## config.mk

```make
export PLATFORM = sky130hd
export DESIGN_NAME = token_expression_evaluator_core
export DESIGN_NICKNAME = d
export VERILOG_FILES = /design/src/hdl/teev_pkg.sv /design/src/hdl/teev_muldiv.sv /design/src/hdl/teev_fold.sv /design/src/hdl/token_expression_evaluator_core.sv
export SDC_FILE = /design/constraint.sdc
export NUM_CORES = 2
export LEC_CHECK = 0
export ABC_AREA = 1
export BUFFER_PORTS_ARGS = -buffer_cell sky130_fd_sc_hd__buf_2
export CAP_MARGIN = 20
export CORE_MARGIN = 2
export CORE_UTILIZATION = 40
export DETAILED_ROUTE_END_ITERATION = 16
export GPL_ROUTABILITY_DRIVEN = 0
export PLACE_DENSITY = 0.52
export SKIP_CTS_REPAIR_TIMING = 1
export SLEW_MARGIN = 40
export SYNTH_ARGS = -nofsm -noshare
export SYNTH_HDL_FRONTEND = slang
export SYNTH_SLANG_ARGS = --single-unit
```

## constraint.sdc

```tcl
create_clock -name clk -period 7 [get_ports clk]
set_input_delay 0.7 -clock clk [delete_from_list [all_inputs] [get_ports clk]]
set_output_delay 0.7 -clock clk [all_outputs]
set_load 0.01 [all_outputs]
```

## src/hdl/teev_pkg.sv

```systemverilog
// teev_pkg: token codes, status codes, pending operator codes and the
// request/response structs shared by the evaluator top level and its serial unit.
// No dependencies.
`timescale 1ns / 1ps

package teev_pkg;

  // token port width, fixed by the channel definition
  localparam int TOKEN_W = 64;

  // token kinds
  localparam logic [2:0] KIND_NUM    = 3'd0;
  localparam logic [2:0] KIND_PLUS   = 3'd1;
  localparam logic [2:0] KIND_MINUS  = 3'd2;
  localparam logic [2:0] KIND_TIMES  = 3'd3;
  localparam logic [2:0] KIND_DIVIDE = 3'd4;
  localparam logic [2:0] KIND_EQUALS = 3'd5;

  // result status codes
  localparam logic [1:0] ST_OK         = 2'd0;
  localparam logic [1:0] ST_UNEXPECTED = 2'd1;
  localparam logic [1:0] ST_DIVZERO    = 2'd2;
  localparam logic [1:0] ST_SATURATED  = 2'd3;

  // pending multiplicative operator
  localparam logic [1:0] OP_NONE = 2'd0;
  localparam logic [1:0] OP_MUL  = 2'd1;
  localparam logic [1:0] OP_DIV  = 2'd2;

  // command into the serial multiply/divide unit
  typedef struct packed {
    logic start;
    logic is_div;
  } mdu_req_t;

  // status back from the serial multiply/divide unit
  typedef struct packed {
    logic done;
    logic big;
  } mdu_rsp_t;

endpackage

```

## src/hdl/teev_muldiv.sv

```systemverilog
// teev_muldiv: bit-serial magnitude multiply (shift-add) and restoring divide
// for fixed-point operands, one bit per cycle through a shared adder.
// Depends on teev_pkg for the request/response structs.
`timescale 1ns / 1ps

module teev_muldiv #(
  parameter int VALUE_WIDTH = 64,
  parameter int FRAC_BITS   = 32
) (
  input  logic                   clk,
  input  logic                   rst,
  input  teev_pkg::mdu_req_t     req,
  input  logic [VALUE_WIDTH-1:0] a,
  input  logic [VALUE_WIDTH-1:0] b,
  output teev_pkg::mdu_rsp_t     rsp,
  output logic [VALUE_WIDTH-1:0] mag
);

  localparam int W   = VALUE_WIDTH;
  localparam int F   = FRAC_BITS;
  localparam int NW  = W + F;
  localparam int CW  = $clog2(NW + 1);
  localparam int PEW = 2 * W + F;

  logic          busy;
  logic          done;
  logic          is_div;
  logic [CW-1:0] cnt;
  logic [W:0]    acc;
  logic [NW-1:0] sreg;
  logic [W-1:0]  opnd;

  logic [W:0]     trial;
  logic [W+1:0]   base;
  logic [W+1:0]   opnd_x;
  logic [W+1:0]   sum;
  logic           qbit;
  logic [PEW-1:0] prod_ext;
  logic [PEW-1:0] prod_q;
  logic [NW-1:0]  quot_hi;

  // one step of the shared adder: add for multiply, subtract for divide
  always_comb begin
    trial  = {acc[W-1:0], sreg[NW-1]};
    base   = is_div ? {1'b0, trial} : {1'b0, acc};
    opnd_x = is_div ? ~{2'b00, opnd} : (sreg[0] ? {2'b00, opnd} : '0);
    sum    = base + opnd_x + (W + 2)'(is_div);
    qbit   = ~sum[W+1];
  end

  // sequencer and shift registers
  always_ff @(posedge clk) begin
    if (rst) begin
      busy <= 1'b0;
      done <= 1'b0;
      cnt  <= '0;
    end else begin
      done <= 1'b0;
      if (req.start) begin
        busy <= 1'b1;
        cnt  <= req.is_div ? CW'(NW) : CW'(W);
      end else if (busy) begin
        cnt <= cnt - 1'b1;
        if (cnt == CW'(1)) begin
          busy <= 1'b0;
          done <= 1'b1;
        end
      end
    end
  end

  always_ff @(posedge clk) begin
    if (req.start) begin
      is_div <= req.is_div;
      acc    <= '0;
      if (req.is_div) begin
        sreg <= NW'(a) << F;
        opnd <= b;
      end else begin
        sreg <= NW'(b);
        opnd <= a;
      end
    end else if (busy) begin
      if (is_div) begin
        // restoring divide: numerator bits leave at the top, quotient bits enter below
        acc  <= qbit ? sum[W:0] : trial;
        sreg <= {sreg[NW-2:0], qbit};
      end else begin
        // shift-add multiply: product bits enter at the top as multiplier bits leave
        acc  <= {1'b0, sum[W:1]};
        sreg <= {sum[0], sreg[NW-1:1]};
      end
    end
  end

  // scale the product back by the fraction bits, flag anything past the word
  always_comb begin
    prod_ext = PEW'({acc[W-1:0], sreg[NW-1 -: W]});
    prod_q   = prod_ext >> F;
    quot_hi  = sreg >> W;
  end

  assign mag      = is_div ? sreg[W-1:0] : prod_q[W-1:0];
  assign rsp.done = done;
  assign rsp.big  = is_div ? (quot_hi != '0) : ((prod_q >> W) != '0);

endmodule

```

## src/hdl/teev_fold.sv

```systemverilog
// teev_fold: folds the current term into the running sum (add or subtract)
// with saturation to the value range and an overflow flag.
// No dependencies.
`timescale 1ns / 1ps

module teev_fold #(
  parameter int VALUE_WIDTH = 64
) (
  input  logic signed [VALUE_WIDTH-1:0] sum,
  input  logic signed [VALUE_WIDTH-1:0] prod,
  input  logic                          sub,
  output logic signed [VALUE_WIDTH-1:0] result,
  output logic                          ovf
);

  localparam int W = VALUE_WIDTH;
  localparam logic signed [W-1:0]   VMAX = {1'b0, {(W-1){1'b1}}};
  localparam logic signed [W-1:0]   VMIN = {1'b1, {(W-1){1'b0}}};
  localparam logic signed [W+1:0]   EMAX = (W + 2)'(VMAX);
  localparam logic signed [W+1:0]   EMIN = (W + 2)'(VMIN);

  logic signed [W+1:0] s_ext;
  logic signed [W+1:0] p_ext;
  logic signed [W+1:0] total;

  // exact sum with two guard bits, then clamp
  always_comb begin
    s_ext  = (W + 2)'(sum);
    p_ext  = (W + 2)'(prod);
    total  = sub ? (s_ext - p_ext) : (s_ext + p_ext);
    ovf    = (total > EMAX) || (total < EMIN);
    result = ovf ? (total[W+1] ? VMIN : VMAX) : total[W-1:0];
  end

endmodule

```

## src/hdl/token_expression_evaluator_core.sv

```systemverilog
// Token expression evaluator: plus/minus/times/divide over signed fixed point.
// Plus, minus, equals and a number without pending operator are taken in the idle state.
// A number after times or divide starts the one-bit-a-cycle serial multiply/divide,
// and the token port stalls until it is done.
// Result registered: appears the cycle after the equals or error beat.
// Synchronous active-high reset clears the expression state and result valid.
`timescale 1ns / 1ps

module token_expression_evaluator_core #(
  parameter int VALUE_WIDTH = 64,
  parameter int FRAC_BITS   = 32
) (
  input  logic                                clk,
  input  logic                                rst,
  input  logic                                token_valid,
  output logic                                token_stall,
  input  logic [2:0]                          token_kind,
  input  logic signed [teev_pkg::TOKEN_W-1:0] token_value,
  output logic                                result_valid,
  input  logic                                result_stall,
  output logic signed [teev_pkg::TOKEN_W-1:0] result_value,
  output logic [1:0]                          status
);

  localparam int W = VALUE_WIDTH;
  localparam logic signed [W-1:0] VMAX = {1'b0, {(W-1){1'b1}}};
  localparam logic signed [W-1:0] VMIN = {1'b1, {(W-1){1'b0}}};

  localparam logic S_IDLE = 1'b0;
  localparam logic S_BUSY = 1'b1;

  // expression state
  logic                state, state_next;
  logic                expect_op, expect_op_next;
  logic                negate_pending, negate_pending_next;
  logic signed [W-1:0] running_sum, running_sum_next;
  logic signed [W-1:0] running_product, running_product_next;
  logic                additive_sign, additive_sign_next;
  logic [1:0]          pending_mul_op, pending_mul_op_next;
  logic                overflow_seen, overflow_seen_next;
  logic                res_sign, res_sign_next;

  // output register
  logic                                result_valid_next;
  logic signed [teev_pkg::TOKEN_W-1:0] result_value_next;
  logic [1:0]                          status_next;

  logic                tok_acc;
  logic                in_fits;
  logic signed [W-1:0] sat_val;
  logic                num_neg;
  logic [W-1:0]        num_mag;
  logic                nv;
  logic                prod_neg;
  logic [W-1:0]        prod_mag;

  logic                join_neg;
  logic [W-1:0]        join_mag;
  logic                join_big;
  logic                join_ovf;
  logic signed [W-1:0] join_val;

  logic signed [W-1:0] fold_val;
  logic                fold_ovf;

  logic                emit;
  logic signed [W-1:0] emit_val;
  logic [1:0]          emit_st;

  teev_pkg::mdu_req_t  mdu_req;
  teev_pkg::mdu_rsp_t  mdu_rsp;
  logic [W-1:0]        mdu_mag;

  // rebuild a signed value from sign and magnitude, clamping to the range
  function automatic logic [W:0] join_sm(input logic neg, input logic [W-1:0] mag,
                                         input logic big);
    logic [W-1:0] limit;
    logic [W-1:0] m;
    logic [W-1:0] v;
    logic         o;
    limit = neg ? VMIN : VMAX;
    o     = big || (mag > limit);
    m     = o ? limit : mag;
    v     = neg ? (~m + 1'b1) : m;
    return {o, v};
  endfunction

  assign tok_acc     = token_valid && !token_stall;
  assign token_stall = (state != S_IDLE) || (result_valid && result_stall);

  // incoming number clamped to the value range, split into sign and magnitude
  always_comb begin
    in_fits  = (token_value[teev_pkg::TOKEN_W-1:W-1] == '0) ||
               (token_value[teev_pkg::TOKEN_W-1:W-1] == '1);
    sat_val  = in_fits ? token_value[W-1:0] :
               (token_value[teev_pkg::TOKEN_W-1] ? VMIN : VMAX);
    num_neg  = sat_val[W-1];
    num_mag  = num_neg ? (~sat_val + 1'b1) : sat_val;
    nv       = num_neg ^ negate_pending;
    prod_neg = running_product[W-1];
    prod_mag = prod_neg ? (~running_product + 1'b1) : running_product;
  end

  // one shared rejoin: plain number in idle, serial result when busy
  assign join_neg = (state == S_BUSY) ? res_sign : nv;
  assign join_mag = (state == S_BUSY) ? mdu_mag : num_mag;
  assign join_big = (state == S_BUSY) && mdu_rsp.big;
  assign {join_ovf, join_val} = join_sm(join_neg, join_mag, join_big);

  teev_fold #(
    .VALUE_WIDTH(VALUE_WIDTH)
  ) u_fold (
    .sum   (running_sum),
    .prod  (running_product),
    .sub   (additive_sign),
    .result(fold_val),
    .ovf   (fold_ovf)
  );

  teev_muldiv #(
    .VALUE_WIDTH(VALUE_WIDTH),
    .FRAC_BITS  (FRAC_BITS)
  ) u_muldiv (
    .clk(clk),
    .rst(rst),
    .req(mdu_req),
    .a  (prod_mag),
    .b  (num_mag),
    .rsp(mdu_rsp),
    .mag(mdu_mag)
  );

  // token sequencing
  always_comb begin
    state_next           = state;
    expect_op_next       = expect_op;
    negate_pending_next  = negate_pending;
    running_sum_next     = running_sum;
    running_product_next = running_product;
    additive_sign_next   = additive_sign;
    pending_mul_op_next  = pending_mul_op;
    overflow_seen_next   = overflow_seen;
    res_sign_next        = res_sign;
    result_valid_next    = result_valid && result_stall;
    result_value_next    = result_value;
    status_next          = status;
    mdu_req              = '0;
    emit                 = 1'b0;
    emit_val             = '0;
    emit_st              = teev_pkg::ST_OK;

    case (state)
      S_IDLE: begin
        if (tok_acc) begin
          if (!expect_op) begin
            if (token_kind == teev_pkg::KIND_MINUS) begin
              negate_pending_next = ~negate_pending;
            end else if (token_kind != teev_pkg::KIND_NUM) begin
              emit    = 1'b1;
              emit_st = teev_pkg::ST_UNEXPECTED;
            end else if (pending_mul_op inside {teev_pkg::OP_MUL, teev_pkg::OP_DIV}) begin
              if (pending_mul_op == teev_pkg::OP_DIV && num_mag == '0) begin
                emit    = 1'b1;
                emit_st = teev_pkg::ST_DIVZERO;
              end else begin
                overflow_seen_next = overflow_seen || !in_fits;
                res_sign_next      = prod_neg ^ nv;
                mdu_req.start      = 1'b1;
                mdu_req.is_div     = (pending_mul_op == teev_pkg::OP_DIV);
                state_next         = S_BUSY;
              end
            end else begin
              running_product_next = join_val;
              overflow_seen_next   = overflow_seen || !in_fits || join_ovf;
              negate_pending_next  = 1'b0;
              pending_mul_op_next  = teev_pkg::OP_NONE;
              expect_op_next       = 1'b1;
            end
          end else begin
            case (token_kind)
              teev_pkg::KIND_TIMES: begin
                pending_mul_op_next = teev_pkg::OP_MUL;
                expect_op_next      = 1'b0;
              end
              teev_pkg::KIND_DIVIDE: begin
                pending_mul_op_next = teev_pkg::OP_DIV;
                expect_op_next      = 1'b0;
              end
              teev_pkg::KIND_PLUS, teev_pkg::KIND_MINUS: begin
                running_sum_next     = fold_val;
                running_product_next = '0;
                additive_sign_next   = (token_kind == teev_pkg::KIND_MINUS);
                pending_mul_op_next  = teev_pkg::OP_NONE;
                overflow_seen_next   = overflow_seen || fold_ovf;
                expect_op_next       = 1'b0;
              end
              teev_pkg::KIND_EQUALS: begin
                emit     = 1'b1;
                emit_val = fold_val;
                emit_st  = (overflow_seen || fold_ovf) ? teev_pkg::ST_SATURATED
                                                       : teev_pkg::ST_OK;
              end
              default: begin
                emit    = 1'b1;
                emit_st = teev_pkg::ST_UNEXPECTED;
              end
            endcase
          end
        end
      end
      S_BUSY: begin
        if (mdu_rsp.done) begin
          running_product_next = join_val;
          overflow_seen_next   = overflow_seen || join_ovf;
          negate_pending_next  = 1'b0;
          pending_mul_op_next  = teev_pkg::OP_NONE;
          expect_op_next       = 1'b1;
          state_next           = S_IDLE;
        end
      end
      default: begin
        state_next = S_IDLE;
      end
    endcase

    // a result beat starts the expression over
    if (emit) begin
      expect_op_next       = 1'b0;
      negate_pending_next  = 1'b0;
      running_sum_next     = '0;
      running_product_next = '0;
      additive_sign_next   = 1'b0;
      pending_mul_op_next  = teev_pkg::OP_NONE;
      overflow_seen_next   = 1'b0;
      result_valid_next    = 1'b1;
      result_value_next    = teev_pkg::TOKEN_W'(emit_val);
      status_next          = emit_st;
    end
  end

  // control and expression registers
  always_ff @(posedge clk) begin
    if (rst) begin
      state           <= S_IDLE;
      expect_op       <= 1'b0;
      negate_pending  <= 1'b0;
      running_sum     <= '0;
      running_product <= '0;
      additive_sign   <= 1'b0;
      pending_mul_op  <= teev_pkg::OP_NONE;
      overflow_seen   <= 1'b0;
      result_valid    <= 1'b0;
    end else begin
      state           <= state_next;
      expect_op       <= expect_op_next;
      negate_pending  <= negate_pending_next;
      running_sum     <= running_sum_next;
      running_product <= running_product_next;
      additive_sign   <= additive_sign_next;
      pending_mul_op  <= pending_mul_op_next;
      overflow_seen   <= overflow_seen_next;
      result_valid    <= result_valid_next;
    end
  end

  // payload registers
  always_ff @(posedge clk) begin
    res_sign     <= res_sign_next;
    result_value <= result_value_next;
    status       <= status_next;
  end

`ifndef SYNTHESIS
  // the serial unit only finishes while the sequencer waits for it
  a_done_in_busy: assert property (@(posedge clk) disable iff (rst)
    mdu_rsp.done |-> state == S_BUSY)
    else $error("serial unit finished outside the busy state");

  // error results carry a zero value
  a_error_zero: assert property (@(posedge clk) disable iff (rst)
    result_valid && (status == teev_pkg::ST_UNEXPECTED || status == teev_pkg::ST_DIVZERO)
    |-> result_value == '0)
    else $error("error result with non-zero value");

  // a result beat leaves the expression state cleared
  a_emit_clears: assert property (@(posedge clk) disable iff (rst)
    emit |=> !expect_op && !negate_pending && running_sum == '0 &&
             pending_mul_op == teev_pkg::OP_NONE && !overflow_seen)
    else $error("expression state not cleared after a result");
`endif

endmodule
```

==> reports/qor.txt <==
Vias in the first global route: 41.73k
Top Ports: 139
ANT cells: 0
Fmax: 156.0 MHz
Post-Synth Simple-Gate Area: 33.98%
Worst Tran Pin Value: 1.017 ns
Leakage power: 0.02007 uW
Cells after synthesis: 6,546
P per Cell Area: 255.3 nW/um2
Setup TNS Final: 0 ns
Root Driver: clkbuf_16
CTS Buf Count: 56
FF+latch count, synth: 438
Crit Path Class: reg2reg
Critical Path Source: running_product[0]
Final instance area: 44,710 um2
Number of synthesis warnings: 0
Relative slew slack: 31.51%
Synth Cell Area: 40,830 um2
Count leader, synth: nand2_1
Yosys top cell area share: 18.25%
Post-route ant nets: 0
Drt drc: 0
Worst setup SP type: flop
Slowest cell delay on critical path: 0.43 ns
RSZ-0062 raised after global routing: no
# port buffers: 138
Area growth from synthesis to layout: 9.509%
Top cell by count, worst path: nand2_1
Clk_skew: 0.03207 ns
Req. time, crit path: 7.37 ns
Most instantiated cells after synthesis: 1,985 x nand2_1, 665 x nor2_1, 616 x inv_1
Post-synthesis sequential area ratio: 27.07%
Grt ovf: 0
Core ar.: 101,400 um2
Multi-input logic area: 26,050 um2
Tcrit/Tclk final: 91.58%
Synth Flop Type: edfxtp_1
Clock latency on the worst-skew pair: 0.67 ns
CP Data Arrival Time: 6.78 ns
Post-synthesis xor/xnor area fraction: 4.410%
First-pass GRT wire length: 261.5 mm
WHS Path Cells: 3
Hold Path End: result_valid
Chip width: 323.5 um
R2r endpoint: status[0]
GRT Util Overall: 33.10%
Drt wl/cell: 22.34 um
Crit-path slowest cell: dfxtp_2
Clk slew on worst S/H paths: 0.06 ns
Hold path start: result_stall
Switching share of power: 44.88%
Pint: 6293 uW
Synth async-reset ratio: 0%
Layout cells sized above 1: 6.704%
Worst min path class: in2reg
Register area: 11,060 um2
R2R depth: 38
Post-synth cell types: 66
CTS tree: yes
Flop pwr share: 26.1%
Total Nets Final: 6,805
Yosys top cell by area: nand2_1
Largest net degree at the start of global routing: 112
Final setup vio count: 0
Routed WL: 177.5 mm
Adder-cell share of the synthesized area: 6.245%
Worst vdd ir: 193.3 uV
Final hold slack: 0.3557 ns
R2r startpoint: running_product[0]
Comb pwr share: 46.5%
Final Max Tran Viols: 0
Status: finished, final reports clean
Pwr Total: 11,420 uW
Row Count: 117
Crit-path max FO: 47
Placed inst area: 42,770 um2
Clock share of power: 27.4%
FILL cells: 11.04k
Die height: 323.5 um
Period minus WS final: 6.410 ns
CTS Buffer Depth: 3
Die area: 104,600 um2
Worst R2R Setup Slack: 0.59 ns
Vias: 45.10k
Clock Sinks: 438
HPWL after DPL: 140.3 mm
Final hold vios: 0
Initial antenna violation count: 7
Setup crit end kind: flop
Fin util: 44.07%
Via density: 5.675
Synth Area in Compound Gates: 18.98%
H-tree depth: 2
Number of synthesized flops with an enable pin: 228
Initial core utilization: 40.25%
Post-synthesis mux area share: 0%
Largest family of logic cells by synthesized area: simple AND/OR/NAND/NOR gates
Iter 0 DRT Violations: 5,194
Synth area leaders: nand2_1 18%, edfxtp_1 17%, dfxtp_1 10%, o21ai_0 6.6%, a21oi_1 6.3%
Pre-antenna DRT Iters: 7
Total net switching power: 5123 uW
Average size of a mapped cell: 6.237 um2
Syn nets: 6,819
Max_cap viols: 0
[flip-flops by register name (all words and copies together) (netlist names)]
name,cells
u_muldiv.done,1
u_muldiv.opnd,64
negate_pending,1
additive_sign,1
expect_op,1
state,1
u_muldiv.is_div,1
u_muldiv.cnt,7
running_sum,64
u_muldiv.acc,65
u_muldiv.busy,1
overflow_seen,1
pending_mul_op,2
result_value,64
u_muldiv.sreg,96
res_sign,1
result_valid,1
status,2
running_product,64
[cells by family after synthesis]
family / count (synthesis)
adder cells (fa/ha/maj): 202
AND/OR/NAND/NOR: 3357
buffers and inverters: 937
XOR/XNOR: 203
AO/OA/AOI/OAI: 1409
flip-flops: 438
[layout by cell type (no fill, tap or decap), types with 6 or more instances in the layout]
cell and n:
buf_2 138, nor2_1 663, o211ai_1 34, nor2_2 24
inv_2 14, buf_4 79, ha_1 199, nand3b_1 21
bufinv_16 7, or2_2 28, o21a_1 34, nand3_1 408
clkbuf_1 12, nor4_1 42, nor3_1 73, clkbuf_16 58
edfxtp_1 228, dfxtp_1 207, nand2_1 1981, nand2_2 14
o21ai_0 509, nand4_1 72, inv_1 613, buf_12 14
xor2_1 132, a22o_1 24, clkinv_2 7, clkinv_1 6
a21boi_0 18, xnor2_1 67, o22ai_1 6, a21o_1 10
a21oi_1 511, o21ai_1 62, a31oi_1 150, clkbuf_8 6
[layout make-up]
| type | count | area share, % |
|---|---|---|
| clock buffer | 76 | 3.532 |
| clock inverter | 28 | 0.7472 |
| inverter | 632 | 5.342 |
| multi-input combinational | 5171 | 58.26 |
| sequential | 438 | 24.73 |
| tap | 1368 | 3.828 |
| timing repair buffer | 233 | 3.557 |
[power by group through the flow]
stage               Sequential, uW  Clock, uW  Combinational [uW]
floorplan                     3000          0                3650
global placement              3030          0                5210
detailed placement            3030          0                5210
CTS                           2980       3170                5240
global route                  3000       3260                5870
finish                        2980       3120                5310
[stage by stage]
step           instances  worst slack (ns)
3_3_place_gp        7841            0.3223
5_1_grt             7946          0.003176
4_1_cts             7945            0.2265
6_report            7946            0.5895
3_5_place_dp        7841            0.3006
2_1_floorplan       6546            0.6317
[worst max-delay path, delay by kind of cell (launching register included)]
family | cells | cell delay [ns]
AO/OA/AOI/OAI | 6 | 0.89
adder cells (fa/ha/maj) | 2 | 0.52
buffers and inverters | 8 | 0.92
flip-flops | 1 | 0.43
XOR/XNOR | 1 | 0.22
AND/OR/NAND/NOR | 21 | 3.09
[layer usage]
layer	vias to the layer above	part of all wire [%]	track usage, %
met5	-	0.034	0
met3	414	8.5	5.594
met1	20910	41	42.78
met2	1947	45	53.40
li1	21820	-	-
met4	10	5.5	16.18
[worst max-delay path by stage]
stage	end	slack (ns)	cells after the start
after floorplan	running_product[52]	0.63	28
after global placement	status[0]	0.32	38
after detailed placement	status[0]	0.30	38
after CTS	running_sum[51]	0.23	39
after global routing	status[0]	0.003	38
final	status[0]	0.59	38
Power figures use the tool's default switching activity.
